## src/hmq_ram.sv

```systemverilog
// Generic simple dual-port RAM with one write port and one registered read port.
module hmq_ram #(
  parameter int unsigned WIDTH = 8,
  parameter int unsigned DEPTH = 16
) (
  input  logic                     clk_i,
  input  logic                     we_i,
  input  logic [$clog2(DEPTH)-1:0] waddr_i,
  input  logic [WIDTH-1:0]         wdata_i,
  input  logic                     re_i,
  input  logic [$clog2(DEPTH)-1:0] raddr_i,
  output logic [WIDTH-1:0]         rdata_o
);

  logic [WIDTH-1:0] mem_q [DEPTH];
  logic [WIDTH-1:0] rdata_q;

  always_ff @(posedge clk_i) begin
    if (we_i) begin
      mem_q[waddr_i] <= wdata_i;
    end
    if (re_i) begin
      rdata_q <= mem_q[raddr_i];
    end
  end

  assign rdata_o = rdata_q;

endmodule

```

## config.mk

```make
export PLATFORM = sky130hd
export DESIGN_NAME = hmq_ram
export DESIGN_NICKNAME = d
export VERILOG_FILES = /design/src/hmq_ram.sv
export SDC_FILE = /design/constraint.sdc
export NUM_CORES = 1
export LEC_CHECK = 0
export BUFFER_PORTS_ARGS = -buffer_cell sky130_fd_sc_hd__buf_2
export CAP_MARGIN = 5
export CELL_PAD_IN_SITES_DETAIL_PLACEMENT = 1
export CELL_PAD_IN_SITES_GLOBAL_PLACEMENT = 2
export CORE_MARGIN = 1
export CORE_UTILIZATION = 43
export CTS_CLUSTER_SIZE = 14
export DETAILED_ROUTE_END_ITERATION = 8
export PLACE_DENSITY_LB_ADDON = 0.1
export SYNTH_ARGS = -nofsm -noshare
export SYNTH_HDL_FRONTEND = slang
export SYNTH_SLANG_ARGS = --single-unit
```

## constraint.sdc

```tcl
create_clock -name clk_i -period 1.7 [get_ports clk_i]
set_clock_uncertainty 0.15 [all_clocks]
set_input_delay 0.085 -clock clk_i [delete_from_list [all_inputs] [get_ports clk_i]]
set_output_delay 0.085 -clock clk_i [all_outputs]
set_load 0.02 [all_outputs]
```

==> summary.md <==
| Metric | Value |
|---|---|
| Area grow syn2layout | `22.5%` |
| Initial core utilization | `between 40 and 50%` |
| HP Class | `input pin to flop` |
| Min Clock Period, post-route | `between 1500 and 2000 ps` |
| Vias in the first global route | `roughly 2.6k` |
| TritonCTS clock tree | `built` |
| Area contributors post-synth | `edfxtp_1, mux4_2, mux4_1` |
| Share of layout cells above drive strength 1 | `between 30% and 40%` |
| Reg clk slew, reported paths | `60 ps` |
| Gr usage total | `between 15 and 20%` |
| WS Path Type | `flop to flop` |
| MaxCap Viol Count | `0` |
| Maximum vdd drop | `~0.8 mV` |
| Mean routed wirelength per cell | `22.4 microns` |
| Setup WS pre-CTS | `-92.8 ps` |
| Period Utilization, post-route | `about 95%` |
| Number of routed nets with antenna violations | `0` |
| Critical Path Source Type | `flop` |
| Worst-path fanout max | `1` |
| Final setup fails | `0` |
| Clock Latency Late Sink | `about 400 ps` |
| Worst Path Buf+Inv | `0` |
| H-tree levels | `4` |
| FF-to-FF setup slack | `slightly above 80 ps` |
| Leak pwr | `0.00218 uW` |
| Commonest non-fill, non-tap cell in the layout | `edfxtp_1` |
| FF+latch count, synth | `136` |
| Max Fclk | `around 620 MHz` |
| Final hold violations | `0` |
| Slew headroom | `between 50 and 60%` |
| First-pass GRT wire length | `around 15000 microns` |
| Critical Path End Type | `flop` |
| Sink Count | `136` |
| Sequential area share after synthesis | `between 70% and 80%` |
| Number of port buffers | `26` |
| Most frequent cells in the layout | `edfxtp_1, buf_2, buf_4` |
| Failing checks | `design-rule violations` |
| TritonCTS buffer count | `17` |
| Via count | `2484` |
| HPWL Detailed | `between 6000 and 7000 microns` |
| Pwr per Cell Area | `between 1000 and 1500 nW/um^2` |
| Final worst setup slack | `81.9 ps` |
| Syn_area_per_cell | `22.8 sq um` |
| Syn Inst Count | `between 200 and 250` |
| # diodes | `0` |
| Critical path's top delay family | `multiplexers` |
| CTS root buffer | `clkbuf_16` |
| Core Box Area | `11600 sq um` |
| Starting DRC count in detailed routing | `approximately 120` |
| Synthesized area | `between 5000 and 6000 sq um` |
| Io pins | `27` |
| Worst slew pin tran | `~740 ps` |
| Grt ovf | `0` |
| RD Place Congestion | `approximately 0.67` |
| Data required, critical path | `1710 ps` |
| Initial antenna violation count | `0` |
| Yosys warnings | `0` |
| Netlist cell types | `18` |
| Die area | `approximately 13000 sq um` |
| Detailed Route WL | `roughly 10000 microns` |
| Max clock buf depth | `2` |
| Std-Cell Rows | `39` |
| Post-Route Utilization | `between 50% and 60%` |
| Synth top area share | `approximately four fifths` |
| Crit-path max cell delay | `510 ps` |
| Vias per cell | `roughly 5.5` |
| RSZ-0062 raised after global routing | `false` |
| Die Y-Extent | `112 microns` |
| Slowest CP cell | `mux4_1` |
| Cell Chain, Critical Path | `mux4_1 > a22oi_1 > nand2_1` |
| Layout Nets | `roughly 310` |
| # DRC | `2` |
| Largest net degree at the start of global routing | `24` |
| Status | `complete, but fails checks` |
| Max Transition Viols Final | `0` |
| Area leader, netlist | `edfxtp_1` |
| CP Data Arrival Time | `1630 ps` |
| Die X | `112 microns` |
| Initial DRT Pass Iterations | `8` |
| Syn Nets | `approximately 250` |
==> registers in the layout (all words and copies together) (netlist names) <==
| name | flops |
|---|---|
| mem_q | 128 |
| rdata_o | 8 |
==> cells in the mapped netlist <==
| library cell | count |
|---|---|
| a22oi_1 | 16 |
| and2_1 | 1 |
| and2b_1 | 1 |
| buf_2 | 3 |
| buf_4 | 1 |
| buf_6 | 3 |
| clkdlybuf4s25_2 | 3 |
| edfxtp_1 | 136 |
| mux4_1 | 14 |
| mux4_2 | 18 |
| nand2_1 | 9 |
| nand2b_1 | 2 |
| nand3_1 | 1 |
| nand3b_1 | 2 |
| nor2_1 | 13 |
| nor2b_1 | 1 |
| nor3_1 | 4 |
| or3b_2 | 1 |
==> metrics by stage <==
step           instances  power [uW]  setup TNS (ps)  hold slack [ps]  area (sq um)
6_report             451        8170               0              100          6400
5_1_grt              451        8400               0              107          6400
4_1_cts              451        8260               0             80.5          6400
3_5_place_dp         410        4250            -460              326          5660
3_3_place_gp         410        4240            -401              326          5660
2_1_floorplan        229        4070               0             33.9          5230
==> area by class of cell <==
| type | count | area [sq um] |
|---|---|---|
| timing repair buffer | 57 | 423 |
| sequential | 136 | 4080 |
| multi-input combinational | 83 | 1070 |
| clock buffer | 17 | 425 |
| clock inverter | 15 | 226 |
| tap | 143 | 179 |
| fill | 1040 | 5210 |
==> what timing repair did <==
action,in CTS,in global routing
setup buffers,0,0
hold buffers,9,0
endpoints found under the hold margin,136,0
setup endpoints to repair,0,1
resized for setup,0,1
==> power by group <==
| part | switching, uW | leakage [uW] | internal (uW) |
|---|---|---|---|
| combinational | 218 | 0.000641 | 169 |
| sequential | 19.8 | 0.00124 | 3780 |
| clock | 1390 | 0.000298 | 2600 |
==> routing by layer <==
| layer | up-vias | GRT usage [%] | part of all wire [%] |
|---|---|---|---|
| li1 | 1115 | - | - |
| met1 | 1304 | 22.6 | 45 |
| met2 | 50 | 29.3 | 50 |
| met3 | 15 | 4.48 | 2.8 |
| met4 | 0 | 8.53 | 1.9 |
| met5 | - | 0 | 0 |
==> worst register-to-register path, cell delays in order (launching register included) <==
cell and delay, ps:
edfxtp_1 350, mux4_1 510, a22oi_1 270, nand2_1 80
==> cell families after synthesis <==
kind of cell	share of synthesized area, %
AND/OR/NAND/NOR	3.14
multiplexers	14.8
AO/OA/AOI/OAI	2.30
flip-flops	78.1
buffers and inverters	1.65
==> worst paths after layout <==
check | from | endpoint | cells past startpoint
min reg2reg | mem_q[8][5] | rdata_o[5] | 3
min | waddr_i[0] | mem_q[0][1] | 3
max reg2reg | mem_q[1][1] | rdata_o[1] | 3
max | mem_q[1][1] | rdata_o[1] | 3
Note: power is estimated with default switching activity, not from simulation.
