[config.mk]
export PLATFORM = sky130hd
export DESIGN_NAME = hmq_ctrl
export DESIGN_NICKNAME = d
export VERILOG_FILES = /design/src/hmq_pkg.sv /design/src/hmq_ctrl.sv
export SDC_FILE = /design/constraint.sdc
export NUM_CORES = 1
export LEC_CHECK = 0
export BUFFER_PORTS_ARGS = -buffer_cell sky130_fd_sc_hd__buf_2
export CAP_MARGIN = 20
export CORE_MARGIN = 10
export CORE_UTILIZATION = 40
export CTS_CLUSTER_SIZE = 8
export DETAILED_ROUTE_END_ITERATION = 12
export SLEW_MARGIN = 20
export SYNTH_ARGS = -nofsm -noshare
export SYNTH_HDL_FRONTEND = slang
export SYNTH_SLANG_ARGS = --single-unit
[constraint.sdc]
create_clock -name clk_i -period 18.1 [get_ports clk_i]
set_input_delay 1.81 -clock clk_i [delete_from_list [all_inputs] [get_ports clk_i]]
set_output_delay 1.81 -clock clk_i [all_outputs]
set_load 0.1 [all_outputs]
[src/hmq_pkg.sv]
// Shared constants, codes and payload types of the binary min-heap queue.
package hmq_pkg;

  localparam int unsigned HEAP_DEPTH = 1024;
  localparam int unsigned IDX_W      = $clog2(HEAP_DEPTH);
  localparam int unsigned CNT_W      = $clog2(HEAP_DEPTH + 1);
  localparam int unsigned CH_W       = IDX_W + 1;

  localparam int unsigned KIND_W   = 2;
  localparam int unsigned KEY_W    = 24;
  localparam int unsigned ID_W     = 16;
  localparam int unsigned STATUS_W = 2;
  localparam int unsigned FILL_W   = 11;
  localparam int unsigned ENTRY_W  = KEY_W + ID_W;

  typedef enum logic [KIND_W-1:0] {
    KIND_INSERT  = 2'd0,
    KIND_EXTRACT = 2'd1,
    KIND_CLEAR   = 2'd2
  } kind_e;

  typedef enum logic [STATUS_W-1:0] {
    ST_DONE  = 2'd0,
    ST_EMPTY = 2'd1,
    ST_FULL  = 2'd2
  } status_e;

  typedef struct packed {
    logic [KIND_W-1:0] kind;
    logic [KEY_W-1:0]  key;
    logic [ID_W-1:0]   item_id;
  } hmq_in_t;

  typedef struct packed {
    logic [STATUS_W-1:0] status;
    logic [KEY_W-1:0]    out_key;
    logic [ID_W-1:0]     out_id;
    logic [FILL_W-1:0]   fill_level;
  } hmq_out_t;

  typedef struct packed {
    logic [KEY_W-1:0] key;
    logic [ID_W-1:0]  id;
  } heap_entry_t;

  typedef struct packed {
    logic              we;
    logic [IDX_W-1:0]  waddr;
    heap_entry_t       wdata;
    logic              re;
    logic [IDX_W-1:0]  raddr;
  } mem_req_t;

endpackage

[src/hmq_ctrl.sv]
// Sequencer of the heap: insert sift-up, extract sift-down, clear and result register.
module hmq_ctrl (
  input  logic              clk_i,
  input  logic              rst_ni,
  input  logic              in_valid_i,
  output logic              in_stall_o,
  input  hmq_pkg::hmq_in_t  in_i,
  output logic              out_valid_o,
  input  logic              out_stall_i,
  output hmq_pkg::hmq_out_t out_o,
  output hmq_pkg::mem_req_t mem_req_o,
  input  hmq_pkg::heap_entry_t mem_rdata_i
);
  import hmq_pkg::*;

  typedef enum logic [2:0] {
    S_IDLE,
    S_INS,
    S_PLACE,
    S_EX_ROOT,
    S_EX_LAST,
    S_EX_L,
    S_EX_R,
    S_DONE
  } state_e;

  state_e      state_q, state_d;
  logic [CNT_W-1:0] count_q, count_d;
  logic        out_valid_q, out_valid_d;
  hmq_out_t    out_q, out_d;

  logic [IDX_W-1:0] idx_q, idx_d;
  heap_entry_t cur_q, cur_d;
  heap_entry_t left_q, left_d;
  heap_entry_t root_q, root_d;
  status_e     status_q, status_d;

  mem_req_t    req;

  // Sift-down decision signals.
  heap_entry_t      dec_left;
  logic             dec_rv;
  logic             pick_l, pick_r;
  logic [KEY_W-1:0] best_key;
  logic [CH_W-1:0]  l_ch, r_ch, nl_ch;
  logic [IDX_W-1:0] c_idx, p_idx;
  heap_entry_t      c_ent;

  function automatic logic [IDX_W-1:0] parent_of(input logic [IDX_W-1:0] i);
    return (i - IDX_W'(1)) >> 1;
  endfunction

  always_comb begin
    l_ch     = {idx_q, 1'b1};
    r_ch     = l_ch + CH_W'(1);
    p_idx    = parent_of(idx_q);
    dec_left = (state_q == S_EX_R) ? left_q : mem_rdata_i;
    dec_rv   = (state_q == S_EX_R);
    pick_l   = dec_left.key < cur_q.key;
    best_key = pick_l ? dec_left.key : cur_q.key;
    pick_r   = dec_rv && (mem_rdata_i.key < best_key);
    if (pick_r) begin
      c_ent = mem_rdata_i;
      c_idx = r_ch[IDX_W-1:0];
    end else begin
      c_ent = dec_left;
      c_idx = l_ch[IDX_W-1:0];
    end
    nl_ch = {c_idx, 1'b1};
  end

  always_comb begin
    state_d     = state_q;
    count_d     = count_q;
    out_valid_d = out_valid_q && out_stall_i;
    out_d       = out_q;
    idx_d       = idx_q;
    cur_d       = cur_q;
    left_d      = left_q;
    root_d      = root_q;
    status_d    = status_q;
    req         = '0;

    unique case (state_q)
      S_IDLE: begin
        if (in_valid_i) begin
          root_d   = '0;
          status_d = ST_DONE;
          state_d  = S_DONE;
          if (in_i.kind == KIND_INSERT) begin
            if (count_q >= CNT_W'(HEAP_DEPTH)) begin
              status_d = ST_FULL;
            end else begin
              cur_d   = '{key: in_i.key, id: in_i.item_id};
              idx_d   = IDX_W'(count_q);
              count_d = count_q + CNT_W'(1);
              if (count_q == '0) begin
                req.we    = 1'b1;
                req.waddr = '0;
                req.wdata = '{key: in_i.key, id: in_i.item_id};
              end else begin
                req.re    = 1'b1;
                req.raddr = parent_of(IDX_W'(count_q));
                state_d   = S_INS;
              end
            end
          end else if (in_i.kind == KIND_EXTRACT) begin
            if (count_q == '0) begin
              status_d = ST_EMPTY;
            end else begin
              req.re    = 1'b1;
              req.raddr = '0;
              count_d   = count_q - CNT_W'(1);
              state_d   = S_EX_ROOT;
            end
          end else if (in_i.kind == KIND_CLEAR) begin
            count_d = '0;
          end
        end
      end

      S_INS: begin
        req.we = 1'b1;
        if (mem_rdata_i.key > cur_q.key) begin
          // Parent moves down into the hole; the hole climbs one level.
          req.waddr = idx_q;
          req.wdata = mem_rdata_i;
          idx_d     = p_idx;
          if (p_idx == '0) begin
            state_d = S_PLACE;
          end else begin
            req.re    = 1'b1;
            req.raddr = parent_of(p_idx);
          end
        end else begin
          req.waddr = idx_q;
          req.wdata = cur_q;
          state_d   = S_DONE;
        end
      end

      S_PLACE: begin
        req.we    = 1'b1;
        req.waddr = idx_q;
        req.wdata = cur_q;
        state_d   = S_DONE;
      end

      S_EX_ROOT: begin
        root_d    = mem_rdata_i;
        req.re    = 1'b1;
        req.raddr = IDX_W'(count_q);
        state_d   = S_EX_LAST;
      end

      S_EX_LAST: begin
        cur_d = mem_rdata_i;
        idx_d = '0;
        if (count_q == '0) begin
          state_d = S_DONE;
        end else if (CH_W'(1) < CH_W'(count_q)) begin
          req.re    = 1'b1;
          req.raddr = IDX_W'(1);
          state_d   = S_EX_L;
        end else begin
          req.we    = 1'b1;
          req.waddr = '0;
          req.wdata = mem_rdata_i;
          state_d   = S_DONE;
        end
      end

      S_EX_L, S_EX_R: begin
        if ((state_q == S_EX_L) && (r_ch < CH_W'(count_q))) begin
          left_d    = mem_rdata_i;
          req.re    = 1'b1;
          req.raddr = r_ch[IDX_W-1:0];
          state_d   = S_EX_R;
        end else begin
          req.we    = 1'b1;
          req.waddr = idx_q;
          if (pick_l || pick_r) begin
            // The smaller child moves up; the hole sinks to its slot.
            req.wdata = c_ent;
            idx_d     = c_idx;
            if (nl_ch < CH_W'(count_q)) begin
              req.re    = 1'b1;
              req.raddr = nl_ch[IDX_W-1:0];
              state_d   = S_EX_L;
            end else begin
              state_d = S_PLACE;
            end
          end else begin
            req.wdata = cur_q;
            state_d   = S_DONE;
          end
        end
      end

      S_DONE: begin
        if (!out_valid_q || !out_stall_i) begin
          out_d.status     = status_q;
          out_d.out_key    = root_q.key;
          out_d.out_id     = root_q.id;
          out_d.fill_level = FILL_W'(count_q);
          out_valid_d      = 1'b1;
          state_d          = S_IDLE;
        end
      end

      default: state_d = S_IDLE;
    endcase
  end

  always_ff @(posedge clk_i or negedge rst_ni) begin
    if (!rst_ni) begin
      state_q     <= S_IDLE;
      count_q     <= '0;
      out_valid_q <= 1'b0;
      out_q       <= '0;
    end else begin
      state_q     <= state_d;
      count_q     <= count_d;
      out_valid_q <= out_valid_d;
      out_q       <= out_d;
    end
  end

  always_ff @(posedge clk_i) begin
    idx_q    <= idx_d;
    cur_q    <= cur_d;
    left_q   <= left_d;
    root_q   <= root_d;
    status_q <= status_d;
  end

  assign in_stall_o  = (state_q != S_IDLE);
  assign out_valid_o = out_valid_q;
  assign out_o       = out_q;
  assign mem_req_o   = req;

endmodule
==> results.sh <==
export IMPL_worst_hold_path_type="flip-flop to flip-flop"
export IMPL_fin_ws_ps=6561
export IMPL_grt_pass1_wl_mm=67.70
export IMPL_cpMaxStageDelayCell="dfrtp_1"
export IMPL_avgSynthCellArea_um2=10.05
export IMPL_path_max_fanout=36
export IMPL_drt_first_iter_violations=1030
export IMPL_ios=203
export IMPL_antenna_found_initial=1
export IMPL_nets=1640
export IMPL_grt_pass1_vias=10810
export IMPL_nFillCells=3037
export IMPL_synth_edff_count=132
export IMPL_grtUsageTotal_pct=21.53
export IMPL_routabilityCongestion=0.9361
export IMPL_dieArea_um2=40150
export IMPL_die_x_um=200.4
export IMPL_cts_resized=0
export IMPL_die_h_um=200.4
export IMPL_core_um2=31800
export IMPL_io_buffers=202
export IMPL_synth_cell_types=78
export IMPL_cts_tree="done"
export IMPL_rsz0062_at_grt="no"
export IMPL_min_to="out_o[50]"
export IMPL_rr_endpoint="state_q[0]"
export IMPL_postSynth_asyncResetShare_pct=34.00
export IMPL_min_period_ps=11540
export IMPL_start_kind="flip-flop"
export IMPL_clockRootBuffer="clkbuf_16"
export IMPL_drv_slew=0
export IMPL_areaGrowthSynthToFinish_pct=16.00
export IMPL_synth_seq_area_share_pct=43.53
export IMPL_rows=65
export IMPL_clk_pin_slew_ps=80
export IMPL_setup_viol=0
export IMPL_vias=11000
export IMPL_cts_made_buffers=17
export IMPL_yosys_warnings=0
export IMPL_htreeDepth=4
export IMPL_fin_setup_tns_ps=0
export IMPL_overflow=0
export IMPL_hold_start="root_q[39]"
export IMPL_dpl_hpwl_mm=31.69
export IMPL_hold_viol=0
export IMPL_routed_wl_mm=44.25
export IMPL_drc_errors=0
export IMPL_slowest_delay_ps=680
export IMPL_post_route_util_pct=47.47
export IMPL_final_cell_mix="buf_2, nand2_1, edfxtp_1"
export IMPL_crit_path_end_kind="primary output"
export IMPL_reg2reg_slack_ps=9180
export IMPL_cts_sinks=200
export IMPL_arrival_ps=9730
export IMPL_dr_pass1_iters=5
export IMPL_synthCells=1295
export IMPL_viasPerCell=5.757
export IMPL_worstPathRequired_ps=16290
export IMPL_grt_start_max_net_pins=69
export IMPL_drt_wirelength_per_cell_um=23.17
export IMPL_cts_hold_buf=0
export IMPL_clock_fmax_mhz=86.66
export IMPL_post_cts_repair_setup_buffers=0
export IMPL_drv_cap=0
export IMPL_antenna_left=0
export IMPL_yosys_most_used_dff="edfxtp_1"
export IMPL_post_place_ws_ps=6709
export IMPL_yosys_register_bits=200
export IMPL_crit_top_cell="nand2_1"
export IMPL_max_slew_worst_pin_slew_ps=1103
export IMPL_critical_path_class="flip-flop to primary output"
export IMPL_clock_skew_final_ps=16.13
export IMPL_initial_core_util_pct=40.92
export IMPL_regToRegStartpoint="state_q[1]"
export IMPL_status="finished clean"
export IMPL_hold_depth=1
export IMPL_period_share_pct=63.75
export IMPL_synth_area_um2=13010
export IMPL_drive_gt1_share_pct=24.93
export IMPL_synth_net_count=1476
export IMPL_worstSkewPairLatency_ps=460
export IMPL_ff2ff_path_depth=30
export IMPL_final_common_cell="buf_2"
export IMPL_maxSlewHeadroom_pct=26.50
export IMPL_cts_buffer_depth=2
==> area by class of cell <==
type | instances | area (um^2) | area share, %
timing repair buffer | 217 | 1146 | 7.592
sequential | 200 | 5665 | 37.53
multi-input combinational | 963 | 6908 | 45.76
inverter | 60 | 226.5 | 1.500
clock buffer | 19 | 432.9 | 2.868
clock inverter | 13 | 165.2 | 1.094
tap | 435 | 544.3 | 3.605
antenna | 3 | 7.507 | 0.04973
==> critical path, delay by kind of cell, from the launching register on <==
kind | cells | cell delay [ps]
xor gates and xnor gates | 1 | 440
DFF | 1 | 680
and+or+nand+nor | 13 | 2400
AOI/OAI and AO/OA | 10 | 3380
adders and majority gates | 3 | 960
buffers and inverters | 4 | 1360
==> flip-flops by register name, summed over array words and instances, names as in the netlist <==
name and flops:
state_q 3, left_q 40, cur_q 40, root_q 40, out_o 53, out_valid_o 1, count_q 11, status_q 2
idx_q 10
==> synth_stat cells, types with 12 or more instances <==
master      n  area (um^2)
xnor2_1    25        219.0
and2_1     52        325.3
mux2_2     93         1047
inv_1      59        221.5
nor3_1     32        160.2
clkbuf_1   68        255.2
a21oi_1    43        215.2
o21ai_0   100        500.5
ha_1       95         1189
nor2_1     50        187.7
nand2_1   190        713.2
nand3_1    24        120.1
edfxtp_1  132         3964
a22o_1     16        140.1
a221o_1    45        450.4
dfrtp_1    68         1702
nor2b_1    12        75.07
==> kinds of logic after synthesis <==
group | after synthesis | synth area share [%]
AND/OR/NAND/NOR | 417 | 15.34
AO/OA/AOI/OAI | 319 | 17.33
flip-flops | 200 | 43.53
buffers and inverters | 132 | 3.884
multiplexers | 96 | 8.345
adder cells (fa/ha/maj) | 96 | 9.211
XOR/XNOR | 35 | 2.356
==> worst max-delay path by stage <==
stage / start / end / slack [ps]
6_report: state_q[1] / mem_req_o[5] / 6560
5_1_grt: state_q[1] / mem_req_o[5] / 5960
3_3_place_gp: mem_rdata_i[37] / mem_req_o[5] / 6900
4_1_cts: state_q[1] / mem_req_o[7] / 6680
2_1_floorplan: mem_rdata_i[37] / mem_req_o[7] / 6830
3_5_place_dp: mem_rdata_i[39] / mem_req_o[7] / 6710
==> per-stage QoR <==
step / instances / hold slack (ps) / area (um^2)
after global routing: 1907 / 485.3 / 15090
final: 1910 / 472.1 / 15100
after floorplan: 1295 / 455.5 / 13010
after detailed placement: 1874 / 462.7 / 14460
after global placement: 1873 / 455.1 / 14450
after CTS: 1906 / 468.9 / 15060
==> per-layer routing <==
metal  vias to the layer above  track usage [%]  share of wire [%]
met1                      5392            29.45                 45
li1                       5151                -                  -
met5                         -                0                  0
met2                       417            33.91                 46
met3                        35            4.755                7.3
met4                         0            5.139                1.5
Power is left out: the tool's default activity adds up to more than one toggle a clock period on the data nets, which glitch-free logic cannot reach.
